--- config.mk ---
export PLATFORM = sky130hd
export DESIGN_NAME = software_timer_table_top_flat
export DESIGN_NICKNAME = d
export VERILOG_FILES = /design/src/hdl/stt_pkg.sv /design/src/hdl/stt_if.sv /design/src/hdl/software_timer_table_top.sv /design/src/hdl/stt_ram.sv /design/src/flat_wrapper.sv
export SDC_FILE = /design/constraint.sdc
export NUM_CORES = 1
export LEC_CHECK = 0
export ABC_CLOCK_PERIOD_IN_PS = 6600
export BUFFER_PORTS_ARGS = -buffer_cell sky130_fd_sc_hd__buf_2
export CORE_UTILIZATION = 40
export DETAILED_ROUTE_END_ITERATION = 7
export PLACE_DENSITY_LB_ADDON = 0.1
export SYNTH_ARGS = -nofsm -noshare
export SYNTH_HDL_FRONTEND = slang
export SYNTH_HIERARCHICAL = 1
export SYNTH_SLANG_ARGS = --single-unit
--- constraint.sdc ---
create_clock -name clock -period 6.6 [get_ports clock]
set_clock_uncertainty 0.05 [all_clocks]
set_input_delay 1.32 -clock clock [delete_from_list [all_inputs] [get_ports clock]]
set_output_delay 1.32 -clock clock [all_outputs]
set_load 0.1 [all_outputs]
--- src/hdl/stt_pkg.sv ---
// ----------------------------------------------------------------------------
// stt_pkg - shared types and constants of the software timer table
// Slot entry layout, request and result codes, sequencer states.
// ----------------------------------------------------------------------------
package stt_pkg;

   localparam int NUM_SLOTS = 8;
   localparam int SLOT_W    = (NUM_SLOTS > 1) ? $clog2(NUM_SLOTS) : 1;
   localparam int CNT_W     = $clog2(NUM_SLOTS + 1);

   localparam int REQ_W    = 2;
   localparam int HANDLE_W = 8;
   localparam int PER_W    = 8;
   localparam int KIND_W   = 2;
   localparam int CD_W     = 16;

   localparam logic signed [CD_W-1:0] CD_MIN = {1'b1, {(CD_W-1){1'b0}}};

   typedef enum logic [REQ_W-1:0] {
      REQ_START    = 2'd0,
      REQ_STOP     = 2'd1,
      REQ_TICK     = 2'd2,
      REQ_DISPATCH = 2'd3
   } req_code_type;

   localparam logic [KIND_W-1:0] KIND_ACK     = 2'd0;
   localparam logic [KIND_W-1:0] KIND_FIRE    = 2'd1;
   localparam logic [KIND_W-1:0] KIND_SUMMARY = 2'd2;

   typedef struct packed {
      logic [HANDLE_W-1:0]     handle;
      logic [PER_W-1:0]        period;
      logic                    rep;
      logic signed [CD_W-1:0]  countdown;
   } slot_entry_type;

   localparam int ENTRY_W = $bits(slot_entry_type);

   typedef enum logic [1:0] {
      ST_IDLE,
      ST_SCAN,
      ST_DONE
   } state_type;

endpackage

--- src/hdl/stt_if.sv ---
// ----------------------------------------------------------------------------
// stt_if - channel interfaces of the software timer table
// Request, response and control-register write channels, valid/ready each.
// ----------------------------------------------------------------------------
interface stt_req_if;
   import stt_pkg::*;
   logic                valid;
   logic                ready;
   logic [REQ_W-1:0]    req_type;
   logic [HANDLE_W-1:0] timer_handle;
   logic [PER_W-1:0]    period;
   logic                periodic;
   modport source (output valid, req_type, timer_handle, period, periodic, input ready);
   modport sink   (input valid, req_type, timer_handle, period, periodic, output ready);
endinterface

interface stt_rsp_if;
   import stt_pkg::*;
   logic                valid;
   logic                ready;
   logic [KIND_W-1:0]   kind;
   logic                ok;
   logic [HANDLE_W-1:0] fired_handle;
   logic                last;
   modport source (output valid, kind, ok, fired_handle, last, input ready);
   modport sink   (input valid, kind, ok, fired_handle, last, output ready);
endinterface

interface stt_csr_if;
   logic valid;
   logic ready;
   logic enabled;
   modport source (output valid, enabled, input ready);
   modport sink   (input valid, enabled, output ready);
endinterface

--- src/hdl/software_timer_table_top.sv ---
// ----------------------------------------------------------------------------
// software_timer_table_top - timer slot table with start/stop/tick/dispatch
// Slot contents live in one RAM; a sequencer sweeps it once per request.
// ----------------------------------------------------------------------------
// Usage:
//   req_if  : one beat per request (start, stop, tick, dispatch).
//   rsp_if  : start, stop and tick return one acknowledge beat; dispatch
//             returns one fire beat per expired slot, then a summary beat.
//             The final beat of every request carries last = 1.
//   csr_if  : writes the enable bit; write it only while the block is idle.
// Timing:
//   Every request sweeps all NUM_SLOTS entries through the slot RAM, one
//   entry per cycle unless a due fire beat stalls the sweep, with the next
//   read overlapped: an accept step, the sweep, then a closing step. The
//   final beat is loaded in the closing step.
//   A new request is taken once the previous one has posted its final beat,
//   even if that beat still waits in the output register.
// Reset:
//   Clears the enable bit, every slot valid bit and the active count; the
//   RAM contents are not cleared and are read only behind a valid bit.
// Backpressure:
//   When the output register is full and a fire beat is due, the sweep holds
//   on its current slot until the receiver takes the pending beat.
// ----------------------------------------------------------------------------
module software_timer_table_top (
   input  logic  clock,
   input  logic  reset,
   stt_req_if.sink   req_if,
   stt_rsp_if.source rsp_if,
   stt_csr_if.sink   csr_if
);
   import stt_pkg::*;

   // control state
   state_type           state_ff, state_in;
   logic [SLOT_W-1:0]   idx_ff, idx_in;
   logic [NUM_SLOTS-1:0] slot_valid_ff, slot_valid_in;
   logic [CNT_W-1:0]    active_count_ff, active_count_in;
   logic                enabled_ff;
   logic                hit_ff, hit_in;
   logic                free_found_ff, free_found_in;
   logic                all_exp_ff, all_exp_in;
   logic                rsp_valid_ff, rsp_valid_in;

   // payload state
   logic [SLOT_W-1:0]   hit_idx_ff, hit_idx_in;
   logic [SLOT_W-1:0]   free_idx_ff, free_idx_in;
   logic [REQ_W-1:0]    op_ff;
   logic [HANDLE_W-1:0] handle_ff;
   logic [PER_W-1:0]    period_ff;
   logic                periodic_ff;
   logic [KIND_W-1:0]   rsp_kind_ff;
   logic                rsp_ok_ff;
   logic [HANDLE_W-1:0] rsp_handle_ff;
   logic                rsp_last_ff;

   // datapath
   slot_entry_type      cur;
   slot_entry_type      wr_entry;
   logic [ENTRY_W-1:0]  ram_rd_data;
   logic [ENTRY_W-1:0]  ram_wr_data;
   logic                ram_wr_en, ram_rd_en;
   logic [SLOT_W-1:0]   ram_wr_addr, ram_rd_addr;

   logic                accept, out_free, last_idx;
   logic                cur_valid, cur_match, fire, tick_wr, advance;
   logic                start_ok, start_wr;
   logic                emit, emit_ok, emit_last;
   logic [KIND_W-1:0]   emit_kind;
   logic [HANDLE_W-1:0] emit_handle;
   logic signed [CD_W-1:0] reload_cd, start_cd;

   assign accept   = req_if.valid && req_if.ready;
   assign out_free = !rsp_valid_ff || rsp_if.ready;
   assign last_idx = (idx_ff == SLOT_W'(NUM_SLOTS - 1));

   assign cur       = slot_entry_type'(ram_rd_data);
   assign cur_valid = slot_valid_ff[idx_ff];
   assign cur_match = cur_valid && (cur.handle == handle_ff);
   assign fire      = (op_ff == REQ_DISPATCH) && cur_valid && (cur.countdown <= 0);
   assign tick_wr   = (op_ff == REQ_TICK) && cur_valid && (cur.countdown != CD_MIN);
   // stall only when a fire beat has nowhere to go
   assign advance   = !fire || out_free;

   assign reload_cd = cur.countdown + $signed({{(CD_W-PER_W){1'b0}}, cur.period});
   assign start_cd  = $signed({{(CD_W-PER_W){1'b0}}, period_ff});

   // start succeeds, when enabled with a nonzero period, on an existing handle or on a free slot
   assign start_ok = enabled_ff && (period_ff != '0) && (hit_ff || free_found_ff);
   assign start_wr = enabled_ff && (period_ff != '0) && !hit_ff && free_found_ff;

   // next state
   always_comb begin
      state_in = state_ff;
      case (state_ff)
         ST_IDLE: begin
            if (accept) state_in = ST_SCAN;
         end
         ST_SCAN: begin
            if (advance && last_idx) state_in = ST_DONE;
         end
         ST_DONE: begin
            if (out_free) state_in = ST_IDLE;
         end
         default: state_in = ST_IDLE;
      endcase
   end

   // outputs of the sequencer
   always_comb begin
      idx_in          = idx_ff;
      hit_in          = hit_ff;
      hit_idx_in      = hit_idx_ff;
      free_found_in   = free_found_ff;
      free_idx_in     = free_idx_ff;
      all_exp_in      = all_exp_ff;
      slot_valid_in   = slot_valid_ff;
      active_count_in = active_count_ff;
      ram_rd_en       = 1'b0;
      ram_rd_addr     = '0;
      ram_wr_en       = 1'b0;
      ram_wr_addr     = idx_ff;
      wr_entry        = cur;
      emit            = 1'b0;
      emit_kind       = KIND_ACK;
      emit_ok         = 1'b0;
      emit_handle     = '0;
      emit_last       = 1'b0;
      case (state_ff)
         ST_IDLE: begin
            if (accept) begin
               // open the sweep at slot zero
               idx_in        = '0;
               hit_in        = 1'b0;
               free_found_in = 1'b0;
               all_exp_in    = 1'b1;
               ram_rd_en     = 1'b1;
               ram_rd_addr   = '0;
            end
         end
         ST_SCAN: begin
            if (advance) begin
               if (cur_match && !hit_ff) begin
                  hit_in     = 1'b1;
                  hit_idx_in = idx_ff;
               end
               if (!cur_valid && !free_found_ff) begin
                  free_found_in = 1'b1;
                  free_idx_in   = idx_ff;
               end
               if ((op_ff == REQ_DISPATCH) && cur_valid && !fire) begin
                  all_exp_in = 1'b0;
               end
               if (tick_wr) begin
                  ram_wr_en          = 1'b1;
                  wr_entry.countdown = cur.countdown - 16'sd1;
               end
               if (fire) begin
                  emit        = 1'b1;
                  emit_kind   = KIND_FIRE;
                  emit_ok     = 1'b1;
                  emit_handle = cur.handle;
                  if (cur.rep) begin
                     ram_wr_en          = 1'b1;
                     wr_entry.countdown = reload_cd;
                  end else begin
                     slot_valid_in[idx_ff] = 1'b0;
                     active_count_in       = active_count_ff - CNT_W'(1);
                  end
               end
               if (!last_idx) begin
                  idx_in      = idx_ff + SLOT_W'(1);
                  ram_rd_en   = 1'b1;
                  ram_rd_addr = idx_ff + SLOT_W'(1);
               end
            end
         end
         ST_DONE: begin
            if (out_free) begin
               emit      = 1'b1;
               emit_last = 1'b1;
               case (op_ff)
                  REQ_START: begin
                     emit_ok = start_ok;
                     if (start_wr) begin
                        ram_wr_en                  = 1'b1;
                        ram_wr_addr                = free_idx_ff;
                        wr_entry.handle            = handle_ff;
                        wr_entry.period            = period_ff;
                        wr_entry.rep               = periodic_ff;
                        wr_entry.countdown         = start_cd;
                        slot_valid_in[free_idx_ff] = 1'b1;
                        active_count_in            = active_count_ff + CNT_W'(1);
                     end
                  end
                  REQ_STOP: begin
                     emit_ok = hit_ff;
                     if (hit_ff) begin
                        slot_valid_in[hit_idx_ff] = 1'b0;
                        active_count_in           = active_count_ff - CNT_W'(1);
                     end
                  end
                  REQ_TICK: begin
                     emit_ok = 1'b1;
                  end
                  REQ_DISPATCH: begin
                     emit_kind = KIND_SUMMARY;
                     emit_ok   = all_exp_ff;
                  end
                  default: begin
                     emit_ok = 1'b0;
                  end
               endcase
            end
         end
         default: begin
            emit = 1'b0;
         end
      endcase
   end

   assign ram_wr_data  = ram_wr_en ? wr_entry : cur;
   assign rsp_valid_in = emit ? 1'b1 : (rsp_if.ready ? 1'b0 : rsp_valid_ff);

   stt_ram #(
      .WIDTH (ENTRY_W),
      .DEPTH (NUM_SLOTS)
   ) u_slot_ram (
      .clock   (clock),
      .wr_en   (ram_wr_en),
      .wr_addr (ram_wr_addr),
      .wr_data (ram_wr_data),
      .rd_en   (ram_rd_en),
      .rd_addr (ram_rd_addr),
      .rd_data (ram_rd_data)
   );

   // control registers
   always_ff @(posedge clock) begin
      if (reset) begin
         state_ff        <= ST_IDLE;
         idx_ff          <= '0;
         slot_valid_ff   <= '0;
         active_count_ff <= '0;
         enabled_ff      <= 1'b0;
         hit_ff          <= 1'b0;
         free_found_ff   <= 1'b0;
         all_exp_ff      <= 1'b1;
         rsp_valid_ff    <= 1'b0;
      end else begin
         state_ff        <= state_in;
         idx_ff          <= idx_in;
         slot_valid_ff   <= slot_valid_in;
         active_count_ff <= active_count_in;
         hit_ff          <= hit_in;
         free_found_ff   <= free_found_in;
         all_exp_ff      <= all_exp_in;
         rsp_valid_ff    <= rsp_valid_in;
         if (csr_if.valid && csr_if.ready) begin
            enabled_ff <= csr_if.enabled;
         end
      end
   end

   // payload registers
   always_ff @(posedge clock) begin
      hit_idx_ff  <= hit_idx_in;
      free_idx_ff <= free_idx_in;
      if (accept) begin
         op_ff       <= req_if.req_type;
         handle_ff   <= req_if.timer_handle;
         period_ff   <= req_if.period;
         periodic_ff <= req_if.periodic;
      end
      if (emit) begin
         rsp_kind_ff   <= emit_kind;
         rsp_ok_ff     <= emit_ok;
         rsp_handle_ff <= emit_handle;
         rsp_last_ff   <= emit_last;
      end
   end

   assign req_if.ready        = (state_ff == ST_IDLE);
   assign csr_if.ready        = 1'b1;
   assign rsp_if.valid        = rsp_valid_ff;
   assign rsp_if.kind         = rsp_kind_ff;
   assign rsp_if.ok           = rsp_ok_ff;
   assign rsp_if.fired_handle = rsp_handle_ff;
   assign rsp_if.last         = rsp_last_ff;

   // the active count tracks the number of valid slots
   a_count_matches: assert property (@(posedge clock) disable iff (reset)
      active_count_ff == CNT_W'($countones(slot_valid_ff)))
      else $error("active count disagrees with slot valid bits");

   // an accepted request always starts a sweep
   a_accept_scans: assert property (@(posedge clock) disable iff (reset)
      accept |=> (state_ff == ST_SCAN) && (idx_ff == '0))
      else $error("accepted request did not start a sweep");

   // a fire beat is never the final beat of a request
   a_fire_not_last: assert property (@(posedge clock) disable iff (reset)
      (rsp_valid_ff && (rsp_kind_ff == KIND_FIRE)) |-> !rsp_last_ff)
      else $error("fire beat marked last");

   // while idle, only the final beat of the previous request can be pending
   a_idle_pending_last: assert property (@(posedge clock) disable iff (reset)
      ((state_ff == ST_IDLE) && rsp_valid_ff) |-> rsp_last_ff)
      else $error("non-final beat pending while idle");

   // the sweep index stays within the table
   a_idx_range: assert property (@(posedge clock) disable iff (reset)
      (state_ff == ST_SCAN) |-> (idx_ff <= SLOT_W'(NUM_SLOTS - 1)))
      else $error("sweep index out of range");

endmodule

--- src/hdl/stt_ram.sv ---
// ----------------------------------------------------------------------------
// stt_ram - generic single-clock RAM
// One write port, one read port, read data registered on read enable.
// ----------------------------------------------------------------------------
module stt_ram #(
   parameter  int WIDTH  = 8,
   parameter  int DEPTH  = 8,
   localparam int ADDR_W = (DEPTH > 1) ? $clog2(DEPTH) : 1
) (
   input  logic              clock,
   input  logic              wr_en,
   input  logic [ADDR_W-1:0] wr_addr,
   input  logic [WIDTH-1:0]  wr_data,
   input  logic              rd_en,
   input  logic [ADDR_W-1:0] rd_addr,
   output logic [WIDTH-1:0]  rd_data
);

   logic [WIDTH-1:0] mem [DEPTH];

   always_ff @(posedge clock) begin
      if (wr_en) begin
         mem[wr_addr] <= wr_data;
      end
      if (rd_en) begin
         rd_data <= mem[rd_addr];
      end
   end

endmodule
--- src/flat_wrapper.sv ---
// flat-port wrapper written by rule: the top's interface ports become plain ports
module software_timer_table_top_flat import stt_pkg::*;
  (clock, reset, req_if_valid, req_if_req_type, req_if_timer_handle, req_if_period, req_if_periodic, req_if_ready, rsp_if_valid, rsp_if_kind, rsp_if_ok, rsp_if_fired_handle, rsp_if_last, rsp_if_ready, csr_if_valid, csr_if_enabled, csr_if_ready);
  stt_req_if req_if_i ();
  stt_rsp_if rsp_if_i ();
  stt_csr_if csr_if_i ();
  input  logic clock;
  input  logic reset;
  input wire logic [$bits(req_if_i.valid)-1:0] req_if_valid;
  input wire logic [$bits(req_if_i.req_type)-1:0] req_if_req_type;
  input wire logic [$bits(req_if_i.timer_handle)-1:0] req_if_timer_handle;
  input wire logic [$bits(req_if_i.period)-1:0] req_if_period;
  input wire logic [$bits(req_if_i.periodic)-1:0] req_if_periodic;
  output wire logic [$bits(req_if_i.ready)-1:0] req_if_ready;
  output wire logic [$bits(rsp_if_i.valid)-1:0] rsp_if_valid;
  output wire logic [$bits(rsp_if_i.kind)-1:0] rsp_if_kind;
  output wire logic [$bits(rsp_if_i.ok)-1:0] rsp_if_ok;
  output wire logic [$bits(rsp_if_i.fired_handle)-1:0] rsp_if_fired_handle;
  output wire logic [$bits(rsp_if_i.last)-1:0] rsp_if_last;
  input wire logic [$bits(rsp_if_i.ready)-1:0] rsp_if_ready;
  input wire logic [$bits(csr_if_i.valid)-1:0] csr_if_valid;
  input wire logic [$bits(csr_if_i.enabled)-1:0] csr_if_enabled;
  output wire logic [$bits(csr_if_i.ready)-1:0] csr_if_ready;
  assign req_if_i.valid = req_if_valid;
  assign req_if_i.req_type = req_if_req_type;
  assign req_if_i.timer_handle = req_if_timer_handle;
  assign req_if_i.period = req_if_period;
  assign req_if_i.periodic = req_if_periodic;
  assign req_if_ready = req_if_i.ready;
  assign rsp_if_valid = rsp_if_i.valid;
  assign rsp_if_kind = rsp_if_i.kind;
  assign rsp_if_ok = rsp_if_i.ok;
  assign rsp_if_fired_handle = rsp_if_i.fired_handle;
  assign rsp_if_last = rsp_if_i.last;
  assign rsp_if_i.ready = rsp_if_ready;
  assign csr_if_i.valid = csr_if_valid;
  assign csr_if_i.enabled = csr_if_enabled;
  assign csr_if_ready = csr_if_i.ready;
  software_timer_table_top u_core (.clock(clock), .reset(reset), .req_if(req_if_i), .rsp_if(rsp_if_i), .csr_if(csr_if_i));
endmodule
Word level (Yosys, flattened, before mapping)
Memory sizes are Yosys's and may differ from the RTL's. A register that Yosys moved wholly into a read port is not among the register bits.
Cells that the tools add are included.
{ "totals": {"mem_bits_rw": 264, "out_inout_bits": 15, "n_memories": 1, "regBits": 55} }
{ "op_classes": {"n_eq_ne": 21, "bitwise": 5, "reduce_logical": 40, "n_mux": 80, "magnitude_cmp": 7, "addsub": 3} }
{ "mem_list": {"columns": ["memory", "words", "word_bits", "rd", "rd_clocked_by_memory_dff", "wr", "line_no", "rtl"], "rows": [
  ["u_core.u_slot_ram.mem", 8, 33, 1, 1, 1, "stt_ram.sv:19", "logic [WIDTH-1:0] mem [DEPTH];"]
]} }
{ "op_table": {"columns": ["cell", "count"], "rows": [
  ["$mux 33", 4],
  ["$mux 16", 4],
  ["$mux 8", 6],
  ["$pmux 16 s2", 1],
  ["$pmux 8 s2", 2],
  ["$mux 1", 31],
  ["$mux 3", 10],
  ["$logic_and 1x1->1", 17],
  ["$mux 17", 1],
  ["$add 16x9->16", 1],
  ["$and 8x8->8", 2],
  ["$le 16x1->1 const B", 1],
  ["$ne 16x16->1 const B", 1],
  ["$not 8->8", 2],
  ["$reduce_and 4->1", 4],
  ["$sub 16x2->16 const B", 1],
  ["$ne 2x1->1 const B", 7],
  ["$pmux 1 s2", 7],
  ["$lt 3x4->1 const B", 3],
  ["$mux 2", 6],
  ["$reduce_and 3->1", 4],
  ["$demux 1 s3", 3],
  ["$ge 3x1->1 const B", 3],
  ["$eq 8x8->1", 1],
  ["other kinds (19)", 34]
]} }

Depth between registers and ports, before layout
{ "depth": {"word_depth": 11, "depth_mapped": 12, "mapped_depth_nobuf": 10} }

Hierarchy
Netlist, hierarchy kept.
{ "modules_own_cells": {"columns": ["mod", "area_per_inst_um2", "cells_each", "seq_area_each_um2", "n_inst"], "rows": [
  ["stt_ram", 10970.5, 427, 8918.6, 1],
  ["software_timer_table_top", 4217.8, 494, 1471.4, 1]
]} }

Least setup slack after synthesis
Ideal clock, no wire load.
{ "synth_timing": {"path_type": "input to register", "start": "input rsp_if_ready", "end": "memory u_core/u_slot_ram/mem[0][0] (netlist bit) (enable)", "stages": 5, "path_buffers": 0, "required_time_ns": 6.086, "arrival_time_ns": 4.642, "slack_ns": 1.443, "setup_ns": 0.464, "cell_sequence": "nor2b_1 -> a2111oi_4 -> mux2_2 -> nand2b_1 -> nor3_1"} }
{ "synth_between": {"word_cells_on_any_way": 9, "cone_classes": "7 x mux; 2 x reduce/logical"} }
{ "synth_rtl": {"columns": ["element", "line_no", "rtl"], "rows": [
  ["start: declaration", "flat_wrapper.sv:20", "input wire logic [$bits(rsp_if_i.ready)-1:0] rsp_if_ready;"],
  ["$logic_or 1x1->1", "software_timer_table_top.sv:74", "assign out_free = !rsp_valid_ff || rsp_if.ready;"],
  ["$mux 3", "software_timer_table_top.sv:179", "if (out_free) begin"],
  ["$mux 3", "software_timer_table_top.sv:129", "case (state_ff)"],
  ["via u_core.ram_wr_addr[2]", "software_timer_table_top.sv:63", "logic [SLOT_W-1:0] ram_wr_addr, ram_rd_addr;"],
  ["end: declaration", "stt_ram.sv:19", null]
]} }
The timed path passes the listed nets, and every way through them passes these cells.

Worst setup path after layout
{ "layout_timing": {"start": "register u_core.idx_ff[0]", "end": "register u_core.u_slot_ram.rd_data[2] (read register of u_core.u_slot_ram.mem) (data pin)"} }
{ "layout_between": {"elab_chain_cells": 8, "word_cells_on_any_way": 14, "cone_classes": "1 x add/sub; 1 x eq/ne; 8 x mux; 4 x reduce/logical"} }
{ "layout_rtl": {"columns": ["element", "line_no", "rtl"], "rows": [
  ["start: declaration", "software_timer_table_top.sv:36", "logic [SLOT_W-1:0] idx_ff, idx_in;"],
  ["start signal: assignment", "software_timer_table_top.sv:252", "idx_ff <= idx_in;"],
  ["$bmux 1 s3", "software_timer_table_top.sv:78", "assign cur_valid = slot_valid_ff[idx_ff];"],
  ["$mux 1 (implied by the code)", "software_timer_table_top.sv:78", null],
  ["$logic_and 1x1->1 (2 in a row)", "software_timer_table_top.sv:80", "assign fire = (op_ff == REQ_DISPATCH) && cur_valid && (cur.countdown <= 0);"],
  ["$logic_not 1->1", "software_timer_table_top.sv:83", "assign advance = !fire || out_free;"],
  ["$logic_or 1x1->1", "software_timer_table_top.sv:83", null],
  ["$mux 3 (*)", "software_timer_table_top.sv:142", "if (advance) begin"],
  ["$mux 3 (*)", null, null],
  ["via u_core.ram_rd_addr[0]", "software_timer_table_top.sv:63", null],
  ["end: declaration", "stt_ram.sv:16", "output logic [WIDTH-1:0] rd_data"]
]} }
Mark *: on every way through the listed nets, which the timed path passes. The rest lies on a longest branch. The select of a mux whose other input is x is not followed.
A chain may end at the register's enable or synchronous reset.

==> summary.md <==
| Metric | Value |
|---|---|
| Number of global-route vias before repair | 8379 |
| Drt first-iter violations | 583 |
| Die width | 197 µm |
| Reg2reg start | u_core/idx_ff[0] |
| Reg-to-Reg End | u_core/u_slot_ram/rd_data[2] |
| Power Dens Cells | 399 nW/µm² |
| Layout cell share with drive strength beyond 1 | 23.0% |
| Leading area contributor after synthesis | edfxtp_1 |
| Main synth FF type | edfxtp_1 |
| Post_cts resized | 0 |
| Die area | 38800 µm² |
| Critical path class | flop to flop |
| Row count | 71 |
| Hold/Removal Path Class | flop to flop |
| Synth top area share | 66.0% |
| Synth Warn # | 6 |
| Total setup buffers inserted after CTS | 0 |
| Avg Inst Size Synth | 16.5 µm² |
| Hold Path Origin | u_core/all_exp_ff |
| Starting density of the core | 40.5% |
| Top post-synthesis cells by area | edfxtp_1 66%, mux4_2 8.9%, mux2_2 2.7% |
| Most frequent cell after synthesis | edfxtp_1 |
| Tmin final | 4.64 ns |
| #FFs+latches synth | 352 |
| Clk_lat worst skew | 0.55 ns |
| CTS tree | done |
| Register clock-pin slew on the reported worst setup and hold paths | 0.06 ns |
| Max-slew violations | 0 |
| Status | completed |
| Drt drc | 0 |
| Slew at the pin with the worst max-slew slack | 1.01 ns |
| Flop2flop setup slack | 1.96 ns |
| Rel. slew slack | 32.1% |
| Total grt overflow | 0 |
| Final setup vio count | 0 |
| Worst-path maximum fanout | 50 |
| Nets | 1019 |
| DRT Pass-1 Iters | 5 |
| Largest net degree at the start of global routing | 57 |
| H-tree depth | 2 |
| Post-synthesis cell count | 921 |
| FMAX | 216 MHz |
| Seq/Total Area, Yosys | 68.4% |
| Max Buffers Root-to-Sink | 3 |
| Synth cell types | 80 |
| RSZ-0062 raised after global routing | no |
| R2r worst-path depth | 8 |
| Synth Net Count | 961 |
| Vias per Instance | 5.43 |
| Critical path capture point type | flop |
| EDFF count, synth | 334 |
| Post-Route WL | 35200 µm |
| Ratio of final minimum period to clock period | 70.2% |
| Hold Crit Depth | 2 |
| CTS Buf Count | 39 |
| # diodes | 0 |
| Initial antenna violation count | 0 |
| WHS Endpoint | u_core/all_exp_ff |
| Root Buffer | clkbuf_16 |
| Detailed placement HPWL | 21000 µm |
| Hold Buf Count CTS | 0 |
| Drt wl/cell | 23.2 µm |
| P_leak | 5.52 nW |
| First-pass GRT wire length | 53200 µm |
| Sink Count | 352 |
| Post-synth top cells | 334 x edfxtp_1, 81 x nand2_1, 60 x mux4_2, 43 x nor2_1, 36 x mux2_2 |
| VDD IR max | 0.191 mV |
| Routed Antenna Nets | 0 |
| Placeable Area | 37500 µm² |
| Routability congestion estimate | 0.808 |
| CP arrival | 4.88 ns |
| CP Launch Type | flop |
| Vias after detailed routing | 8252 |
| Max-cap violation count | 0 |
| Hold Fails Final Rpt | 0 |
| Layout Area Growth over Synthesis | 13.7% |
| Die H | 197 µm |
| Number of I/O pins | 40 |
| Async SR Flop Fraction | 0% |
| TNS Setup | 0 ns |
| Port Buf Inserts | 38 |
| Power Total | 0.00690 W |
| CP required | 6.85 ns |
| GR Util All Layers | 18.8% |
| Synthesized area | 15200 µm² |
==> stage by stage <==
stage	hold WS (ns)	util [%]	setup WS [ns]	area (µm²)	std cells
floorplan	0.385	-	1.44	15200	921
global placement	0.401	42.7	1.93	16000	1449
detailed placement	0.407	42.7	1.82	16000	1449
CTS	0.414	46.1	1.87	17300	1519
global route	0.466	46.1	1.59	17300	1519
finish	0.416	46.1	1.96	17300	1519
==> report_power, final <==
| part | switching [W] | leakage (nW) | internal (W) |
|---|---|---|---|
| Clock | 0.000850 | 0.609 | 0.00132 |
| Sequential | 0.000220 | 3.18 | 0.00288 |
| Combinational | 0.00103 | 1.73 | 0.000600 |
| Total | 0.00210 | 5.52 | 0.00480 |
==> worst max-delay path, stage by stage, from the launching register on <==
cell	delay, ns
dfxtp_1	0.76
nand3b_1	0.19
a21o_1	0.28
a32o_1	0.54
o21ai_0	0.42
nor2_4	0.75
buf_12	0.43
mux4_1	0.61
mux2_2	0.27
==> how the worst max path moves through the flow <==
stage | slack, ns | from | depth (start not counted) | endpoint
after detailed placement | 1.82 | rsp_if_ready | 8 | u_core/u_slot_ram/rd_data[2]
after global routing | 1.59 | u_core/idx_ff[0] | 8 | u_core/u_slot_ram/rd_data[1]
after global placement | 1.93 | rsp_if_ready | 8 | u_core/u_slot_ram/rd_data[2]
after floorplan | 1.44 | rsp_if_ready | 5 | u_core/u_slot_ram/mem[0][0]
final | 1.96 | u_core/idx_ff[0] | 8 | u_core/u_slot_ram/rd_data[2]
after CTS | 1.87 | u_core/idx_ff[0] | 8 | u_core/u_slot_ram/rd_data[2]
==> cells by family after synthesis <==
kind of cell    after synthesis  share of synthesized area, %
xor+xnor                     15                         0.865
buf+inv                      65                          2.13
mux                         109                          13.1
simple gates                230                          7.72
fa+ha+maj                    15                          1.29
other cells                   1                        0.0247
flops                       352                          68.4
compound gates              134                          6.50
==> state kept, by name, summed over array words and instances, names as in the netlist, 3 cells and up <==
signal                      flops
u_core/handle_ff                8
u_core/u_slot_ram/mem         264
u_core/hit_idx_ff               3
u_core/slot_valid_ff            8
u_core/u_slot_ram/rd_data      33
u_core/free_idx_ff              3
u_core/rsp_if.fired_handle      8
u_core/period_ff                8
u_core/idx_ff                   3
==> per-layer routing <==
metal | GRT usage, % | vias up | wire length [µm]
met5 | 0 | - | 0
met4 | 5.63 | 0 | 882
met3 | 3.37 | 60 | 1600
met2 | 30.1 | 191 | 16600
met1 | 26.2 | 4221 | 16100
li1 | - | 3780 | -
==> cell type report <==
type	instances	area, µm²
clock inverters	20	245
flip-flops and latches	352	10400
inverters	28	105
repair buffers	54	323
fillers	3296	20200
multi-input cells	504	4550
clock buffers	50	1020
well taps	511	639
==> layout by cell type, fill, tap and decap left out, types with 9 or more instances in the layout <==
cell / netlist / layout
edfxtp_1: 334 / 334
nand2_1: 81 / 80
mux4_2: 60 / 60
clkbuf_16: 0 / 39
buf_2: 10 / 38
mux2_2: 36 / 36
nor2_1: 43 / 35
a21oi_1: 29 / 29
inv_1: 28 / 28
o21ai_0: 24 / 24
dfxtp_1: 18 / 18
buf_4: 2 / 15
or3_1: 14 / 14
ha_1: 14 / 14
xor2_1: 13 / 13
nor3_1: 14 / 12
clkbuf_1: 16 / 11
nand2b_1: 11 / 11
and2_1: 11 / 10
clkinv_1: 0 / 9
o21ai_1: 9 / 9
a31oi_1: 9 / 9
Power figures use the tool's default switching activity.
